--- src/hw/rtl/soc_pkg.sv ---
// Shared types and constants for the substring occurrence counter.
package soc_pkg;

  localparam int PATTERN_BITS      = 64;
  localparam int LENGTH_BITS       = 4;
  localparam int TEXT_BITS         = 8;
  localparam int MATCH_COUNT_BITS  = 16;
  localparam int CFG_INDEX_BITS    = 1;

  localparam logic [CFG_INDEX_BITS-1:0] REG_PATTERN_BYTES  = 1'b0;
  localparam logic [CFG_INDEX_BITS-1:0] REG_PATTERN_LENGTH = 1'b1;

  // Control for one step of the matcher.
  typedef struct packed {
    logic go;
    logic last;
  } step_t;

endpackage

--- src/hw/rtl/soc_match.sv ---
// Shift-and matcher with the running occurrence total for one string.
module soc_match #(
  parameter int MAX_PATTERN_BYTES = 8,
  parameter int COUNT_BITS        = 16
) (
  input  logic                                   clk,
  input  logic                                   rst,
  input  soc_pkg::step_t                         step,
  input  logic [soc_pkg::TEXT_BITS-1:0]          text_byte,
  input  logic [soc_pkg::PATTERN_BITS-1:0]       pattern_bytes,
  input  logic [soc_pkg::LENGTH_BITS-1:0]        pattern_length,
  output logic [soc_pkg::MATCH_COUNT_BITS-1:0]   count_value
);

  localparam int WIDE_BITS = COUNT_BITS + soc_pkg::MATCH_COUNT_BITS;

  logic [MAX_PATTERN_BYTES-1:0] vec;
  logic [MAX_PATTERN_BYTES-1:0] vec_next;
  logic [COUNT_BITS-1:0]        total;
  logic [COUNT_BITS-1:0]        total_next;
  logic [MAX_PATTERN_BYTES-1:0] eq;
  logic [MAX_PATTERN_BYTES-1:0] sel;
  logic [MAX_PATTERN_BYTES-1:0] shifted;
  logic [soc_pkg::LENGTH_BITS-1:0] len;
  logic [WIDE_BITS-1:0]         wide;
  logic                         hit;

  always_comb begin
    if (pattern_length > soc_pkg::LENGTH_BITS'(MAX_PATTERN_BYTES)) begin
      len = soc_pkg::LENGTH_BITS'(MAX_PATTERN_BYTES);
    end else begin
      len = pattern_length;
    end
    for (int k = 0; k < MAX_PATTERN_BYTES; k++) begin
      eq[k]  = (soc_pkg::LENGTH_BITS'(k) < len) &&
               (pattern_bytes[8*k +: 8] == text_byte);
      sel[k] = (len == soc_pkg::LENGTH_BITS'(k + 1));
    end
    shifted = (vec << 1) | MAX_PATTERN_BYTES'(1);
  end

  // shifted holds the prefix set moved up one byte with a fresh start at bit 0
  always_comb begin
    vec_next = shifted & eq;
    hit      = |(vec_next & sel);
    total_next = total;
    if (hit) begin
      vec_next = '0;
      if (total != '1) begin
        total_next = total + COUNT_BITS'(1);
      end
    end
    wide = WIDE_BITS'(total_next);
    if (wide > WIDE_BITS'({soc_pkg::MATCH_COUNT_BITS{1'b1}})) begin
      count_value = '1;
    end else begin
      count_value = wide[soc_pkg::MATCH_COUNT_BITS-1:0];
    end
  end

  always_ff @(posedge clk) begin
    if (rst) begin
      vec   <= '0;
      total <= '0;
    end else if (step.go) begin
      if (step.last) begin
        vec   <= '0;
        total <= '0;
      end else begin
        vec   <= vec_next;
        total <= total_next;
      end
    end
  end

`ifndef SYNTHESIS
  a_clear_on_hit: assert property (@(posedge clk) disable iff (rst)
    (step.go && hit) |=> (vec == '0))
    else $error("prefix vector not cleared after a match");

  a_clear_on_last: assert property (@(posedge clk) disable iff (rst)
    (step.go && step.last) |=> (total == '0))
    else $error("total not cleared at end of string");
`endif

endmodule

--- src/hw/rtl/substring_occurrence_counter.sv ---
// Top level of the substring occurrence counter.
//
// Counts non-overlapping, leftmost-first occurrences of a 1 to 8 byte pattern
// in a byte stream. Text bytes come in on text_valid/text_stall with
// end_of_text marking the final byte of a string; the count leaves on
// count_valid/count_stall as match_count, one transfer per string.
// The pattern is set through cfg_valid/cfg_ready (always ready): index 0 is
// pattern_bytes, index 1 is pattern_length (low four bits of cfg_data).
// Write the registers only while no string is in flight.
// One text byte is taken per cycle while text_stall is low. Bytes go through
// an input register and the shift-and update; a string's count is loaded into
// match_count when its last byte leaves the input register. While count_stall
// holds a pending count, bytes without the end mark still advance; a last
// byte waits in the input register and text_stall rises. Reset (rst,
// synchronous) clears the pattern, the matcher state and both valid flags.
module substring_occurrence_counter #(
  parameter int MAX_PATTERN_BYTES = 8,
  parameter int COUNT_BITS        = 16
) (
  input  logic                                   clk,
  input  logic                                   rst,
  input  logic                                   text_valid,
  output logic                                   text_stall,
  input  logic [soc_pkg::TEXT_BITS-1:0]          text_byte,
  input  logic                                   end_of_text,
  output logic                                   count_valid,
  input  logic                                   count_stall,
  output logic [soc_pkg::MATCH_COUNT_BITS-1:0]   match_count,
  input  logic                                   cfg_valid,
  output logic                                   cfg_ready,
  input  logic [soc_pkg::CFG_INDEX_BITS-1:0]     cfg_index,
  input  logic [soc_pkg::PATTERN_BITS-1:0]       cfg_data
);

  logic [soc_pkg::PATTERN_BITS-1:0]     pattern_bytes;
  logic [soc_pkg::LENGTH_BITS-1:0]      pattern_length;
  logic                                 s1_valid;
  logic [soc_pkg::TEXT_BITS-1:0]        s1_byte;
  logic                                 s1_last;
  logic                                 out_free;
  logic                                 s1_go;
  logic                                 text_take;
  soc_pkg::step_t                       step;
  logic [soc_pkg::MATCH_COUNT_BITS-1:0] count_value;

  assign cfg_ready = 1'b1;

  always_ff @(posedge clk) begin
    if (rst) begin
      pattern_bytes  <= '0;
      pattern_length <= '0;
    end else if (cfg_valid && cfg_ready) begin
      unique case (cfg_index)
        soc_pkg::REG_PATTERN_BYTES:  pattern_bytes  <= cfg_data;
        soc_pkg::REG_PATTERN_LENGTH: pattern_length <= cfg_data[soc_pkg::LENGTH_BITS-1:0];
        default: ;
      endcase
    end
  end

  assign out_free   = !count_valid || !count_stall;
  assign s1_go      = s1_valid && (!s1_last || out_free);
  assign text_stall = s1_valid && !s1_go;
  assign text_take  = text_valid && !text_stall;

  always_ff @(posedge clk) begin
    if (rst) begin
      s1_valid <= 1'b0;
    end else if (text_take) begin
      s1_valid <= 1'b1;
    end else if (s1_go) begin
      s1_valid <= 1'b0;
    end
  end

  always_ff @(posedge clk) begin
    if (text_take) begin
      s1_byte <= text_byte;
      s1_last <= end_of_text;
    end
  end

  assign step.go   = s1_go;
  assign step.last = s1_last;

  soc_match #(
    .MAX_PATTERN_BYTES(MAX_PATTERN_BYTES),
    .COUNT_BITS       (COUNT_BITS)
  ) u_match (
    .clk           (clk),
    .rst           (rst),
    .step          (step),
    .text_byte     (s1_byte),
    .pattern_bytes (pattern_bytes),
    .pattern_length(pattern_length),
    .count_value   (count_value)
  );

  always_ff @(posedge clk) begin
    if (rst) begin
      count_valid <= 1'b0;
    end else if (s1_go && s1_last) begin
      count_valid <= 1'b1;
    end else if (!count_stall) begin
      count_valid <= 1'b0;
    end
  end

  always_ff @(posedge clk) begin
    if (s1_go && s1_last) begin
      match_count <= count_value;
    end
  end

`ifndef SYNTHESIS
  a_last_gives_count: assert property (@(posedge clk) disable iff (rst)
    (s1_go && s1_last) |=> count_valid)
    else $error("end of string did not load a count");

  a_stall_only_when_full: assert property (@(posedge clk) disable iff (rst)
    text_stall |-> (s1_valid && s1_last && count_valid && count_stall))
    else $error("input stalled without a blocked last byte");

  a_no_count_overwrite: assert property (@(posedge clk) disable iff (rst)
    (count_valid && count_stall) |-> !(s1_go && s1_last))
    else $error("pending count overwritten");
`endif

endmodule
--- config.mk ---
export PLATFORM = sky130hd
export DESIGN_NAME = substring_occurrence_counter
export DESIGN_NICKNAME = d
export VERILOG_FILES = /design/src/hw/rtl/soc_pkg.sv /design/src/hw/rtl/soc_match.sv /design/src/hw/rtl/substring_occurrence_counter.sv
export SDC_FILE = /design/constraint.sdc
export NUM_CORES = 1
export LEC_CHECK = 0
export BUFFER_PORTS_ARGS = -buffer_cell sky130_fd_sc_hd__buf_2
export CORE_UTILIZATION = 35
export DETAILED_ROUTE_END_ITERATION = 8
export GPL_ROUTABILITY_DRIVEN = 0
export PLACE_DENSITY = 0.62
export SYNTH_ARGS = -nofsm -noshare
export SYNTH_HDL_FRONTEND = slang
export SYNTH_SLANG_ARGS = --single-unit
--- constraint.sdc ---
create_clock -name clk -period 2.5 [get_ports clk]
set_input_delay 0.5 -clock clk [delete_from_list [all_inputs] [get_ports clk]]
set_output_delay 0.5 -clock clk [all_outputs]
set_load 0.01 [all_outputs]
# Word level (Yosys, flattened, before mapping)
# Cells that the tools add are included.
# Widths: inputs -> output; s select.
[totals]
register_bits = 118
in_bits = 79
out_inout_bits = 19
[op_classes]
n_addsub = 1
n_lt_le_gt_ge = 9
eq_ne = 18
muxes = 10
bitwise = 3
n_reduce_logical = 23
[op_table]
columns = ["operator", "n"]
rows = [
  ["$eq 8x8->1", 8],
  ["$mux 16", 3],
  ["$add 16x1->16 const B", 1],
  ["$and 8x8->8", 2],
  ["$eq 4x3->1 const B", 4],
  ["$lt 3x4->1 const A", 4],
  ["$ne 16x16->1 const B", 1],
  ["$mux 7", 2],
  ["$logic_and 1x1->1", 12],
  ["$eq 4x2->1 const B", 2],
  ["$lt 1x4->1 const A", 2],
  ["$lt 2x4->1 const A", 2],
  ["$reduce_or 8->1", 1],
  ["$logic_not 1->1", 5],
  ["$eq 4x1->1 const B", 1],
  ["$eq 4x4->1 const B", 1],
  ["$gt 4x4->1 const B", 1],
  ["$mux 1", 4],
  ["$mux 4", 1],
  ["$reduce_and 2->1", 2],
  ["$logic_or 1x1->1", 2],
  ["$ne 2x1->1 const B", 1],
  ["$reduce_bool 2->1", 1],
  ["$not 1->1", 1],
]

# Longest topological paths before layout
[logic_depth]
word_depth = 9
ltp_mapped = 10

# By module
# From an unflattened synthesis, not the netlist that was laid out.
[hier_totals]
hier_cells = 651
area_unflattened_um2 = 5686.7
[by_module_without_submodules]
columns = ["module", "instances", "cells_each", "area_each_um2", "seq_area_each_um2"]
rows = [
  ["substring_occurrence_counter", 1, 335, 3241.9, 2152.1],
  ["soc_match", 1, 316, 2444.8, 460.4],
]

# Least setup slack after synthesis
# OpenSTA, ideal clock, no wires.
[synth_timing]
kind = "register -> register"
from = "register s1_byte[6] in the netlist's numbering"
to = "register match_count[15] in the netlist's numbering (data pin)"
setup_ps = 262
arrival_time_ps = 2243
setup_slack_ps = -5
path_stages_with_launch = 9
n_path_buf = 1
cell_sequence = "edfxtp_1 buf_4 xnor2_1 nand3_1 or4_4 a21oi_4 nor4_4 or3_1 mux2_1"
[synth_between]
elab_chain_len = 6
[synth_lines]
columns = ["element", "line_no", "source"]
rows = [
  ["from (decl)", "substring_occurrence_counter.sv:38", "logic [soc_pkg::TEXT_BITS-1:0] s1_byte;"],
  ["from (signal assigned)", "substring_occurrence_counter.sv:78", "s1_byte <= text_byte;"],
  ["$eq 8x8->1", "soc_match.sv:36", "(pattern_bytes[8*k +: 8] == text_byte);"],
  ["$logic_and 1x1->1", "soc_match.sv:35", "eq[k] = (soc_pkg::LENGTH_BITS'(k) < len) &&"],
  ["$and 8x8->8 (*)", "soc_match.sv:44", "vec_next = shifted & eq;"],
  ["$and 8x8->8 (*)", "soc_match.sv:45", "hit = |(vec_next & sel);"],
  ["$reduce_or 8->1 (*)", "soc_match.sv:45", ""],
  ["$mux 16 (*)", "soc_match.sv:47", "if (hit) begin"],
  ["named net count_value, one bit", "substring_occurrence_counter.sv:44", "logic [soc_pkg::MATCH_COUNT_BITS-1:0] count_value;"],
  ["to (signal assigned)", "substring_occurrence_counter.sv:111", "match_count <= count_value;"],
  ["to (decl)", "substring_occurrence_counter.sv:28", "output logic [soc_pkg::MATCH_COUNT_BITS-1:0] match_count,"],
]
# Mark *: on every way through the listed nets, which the timed path passes. The rest lies on a longest branch.
# A chain may end at the register's enable or synchronous reset.

# Final worst setup path
[layout_timing]
from = "register s1_byte[2] in the netlist's numbering"
to = "register match_count[15] in the netlist's numbering (data pin)"
# Same word-level chain as after synthesis.

==> results_dict.tcl <==
set metrics [dict create \
    drt_first_pass_iters 5 \
    die_height_um 129 \
    preCtsSetupSlack_ns -0.228 \
    cp_data_required_time_ns 2.66 \
    clockBufferDepth 2 \
    wl_per_cell_um 14.7 \
    power_mw 5.04 \
    yosysWarnings 0 \
    fin_ws_ns -0.165 \
    worstHoldPathType "input pin to flop" \
    mostFrequentLayoutCell "nand2_1" \
    dpl.hpwl_um 10400 \
    clk_pin_slew_worst_paths_ns 0.05 \
    violations "negative setup slack" \
    cts_sinks 118 \
    numCtsBuffers 17 \
    finalCritPeriodShare_pct 107 \
    min-delay-start "text_byte[2]" \
    cts_tree "yes" \
    min_period_ns 2.67 \
    antenna_found_initial 0 \
    critPathCaptureType "flop" \
    drtIter0Drc 371 \
    netlist_area_um2 5650 \
    p_leak_nw 3.13 \
    via_per_inst 4.89 \
    timing.final.max_slew_violations 0 \
    ys_ff_latch 118 \
    synth_edf_count 25 \
    power_density_nw_per_um2 643 \
    yosysSeqAreaShare_pct 46.2 \
    ys.flop_type "dfxtp_1" \
    drc_errors 0 \
    routed-via-count 5116 \
    synthToLayoutAreaGrowth_pct 38.7 \
    die_area_um2 16700 \
    worstMarginPinSlew_ns 0.847 \
    htree_levels 4 \
    rr_startpoint "s1_byte[2]" \
    status "finished, violations left" \
    root_buffer "clkbuf_16" \
    ant_nets 0 \
    worstSetupPathType "flop to flop" \
    crit_path_max_fanout 5 \
    die_w_um 129 \
    syn_area_per_cell_um2 8.50 \
    layout-drive-gt1-share_pct 31.1 \
    grt_max_degree 81 \
    hold_viol_final 0 \
    design.core.area_um2 15800 \
    synth_nets 745 \
    nFillCells 1485 \
    wl_um 15400 \
    startpoint_type "flop" \
    setup_violations 19 \
    timing.slew.headroom_pct 43.5 \
    pin_count 98 \
    grt_pass1_vias 5017 \
    fmax_ghz 0.375 \
    diodes 0 \
    rsz0062_at_grt "yes" \
    vdd_drop_max_mv 0.464 \
    grt_use_total_pct 19.3 \
    grt-ovfl-total 0 \
    fin_nets 897 \
    synthArstFlopShare_pct 0 \
    fin_skew_ns 0.00668 \
    clock_latency_ns 0.41 \
    core.rowCount 46 \
    grt_pass1_wl_um 24500 \
    synth_cell_types 50 \
    cp.arrival_ns 2.82 \
    initial_core_util_pct 35.7 \
    io_buffers 96 \
    syn-instance-count 665 \
    max_cap_viol_count 0 \
    mostFrequentLayoutCells "nand2_1 (175), buf_2 (96), dfxtp_1 (93)" \
    critPathLaunch "s1_byte[2]" \
]
cells in the mapped netlist (6+ instances only):
cell type / count / area (um^2)
nand4_1: 18 / 113
and3_1: 10 / 62.6
dfxtp_1: 93 / 1860
xor2_1: 42 / 368
inv_1: 7 / 26.3
buf_4: 6 / 45.0
buf_2: 7 / 35.0
o21ai_1: 8 / 40.0
nand2_1: 175 / 657
xnor2_1: 33 / 289
nor4_1: 7 / 43.8
a21oi_1: 74 / 370
clkbuf_1: 30 / 113
nor2_1: 19 / 71.3
or3_1: 6 / 37.5
nand3_1: 17 / 85.1
nor3_1: 15 / 75.1
edfxtp_1: 25 / 751
cells by family (layout without fill, tap and decap cells):
kind of cell | after synthesis | after routing | share of synthesized area (%)
compound gates | 113 | 113 | 12.0
xor+xnor | 75 | 75 | 11.6
fa+ha+maj | 1 | 1 | 0.221
buf+inv | 53 | 217 | 4.07
flops | 118 | 118 | 46.2
mux | 5 | 5 | 0.996
other cells | 1 | 1 | 0.0663
simple gates | 299 | 300 | 24.8
final timing paths:
path / end / cells past startpoint / slack (ns)
max reg2reg: match_count[15] / 8 / -0.17
min: s1_byte[2] / 1 / 0.27
max: match_count[15] / 8 / -0.17
min reg2reg: pattern_bytes[3] / 2 / 0.47
stage by stage:
step                      hold WS [ns]  instances  util, %  cell area [um^2]  TNS (ns)
after floorplan                  0.428        665        -              5650         0
after global placement           0.448        986     42.1              6660     -1.42
after detailed placement         0.450        986     42.1              6660     -2.72
after CTS                        0.249       1038     47.5              7530    -0.938
after global routing             0.250       1046     49.5              7840     -4.09
final                            0.267       1046     49.5              7840     -1.10
flip-flops by register name, indices dropped and copies added (netlist names):
signal and flops:
s1_byte 8, count_valid 1, s1_valid 1, pattern_bytes 64, pattern_length 4, s1_last 1, u_match.vec 7, u_match.total 16
match_count 16
worst max-delay path, cell delays in order (launching register included):
cell	delay [ns]
edfxtp_1	0.48
buf_4	0.19
xnor2_1	0.17
nand3_2	0.11
or4_4	0.44
a21oi_4	0.25
nor4_4	0.11
or3_4	0.35
mux2_4	0.30
area by class of cell:
type	instances	area, um^2	area share [%]
multi-input cells	495	3140	40.0
inverters	7	26.3	0.335
clock buffers	18	429	5.47
repair buffers	178	1180	15.1
flip-flops and latches	118	2610	33.3
well taps	216	270	3.45
clock inverters	14	183	2.33
per-layer routing:
| metal | vias to the layer above | track usage (%) | share of wire [%] |
|---|---|---|---|
| li1 | 2592 | - | - |
| met1 | 2386 | 23.7 | 46 |
| met2 | 121 | 31.9 | 49 |
| met3 | 17 | 5.20 | 3.9 |
| met4 | 0 | 8.51 | 1.6 |
| met5 | - | 0 | 0 |
power by group:
group / switching [mW] / total, mW / internal [mW]
clock network: 0.858 / 2.51 / 1.66
registers: 0.0561 / 2.06 / 2.01
logic: 0.244 / 0.463 / 0.219
timing repair:
action / in CTS / in global routing
buffers inserted: 20 / 8
cloned: 1 / 0
gates resized for setup: 21 / 48
pin swaps: 17 / 29
endpoints found under the setup margin: 29 / 39
hold buffers: 0 / 0
Note: power is estimated with default switching activity, not from simulation.
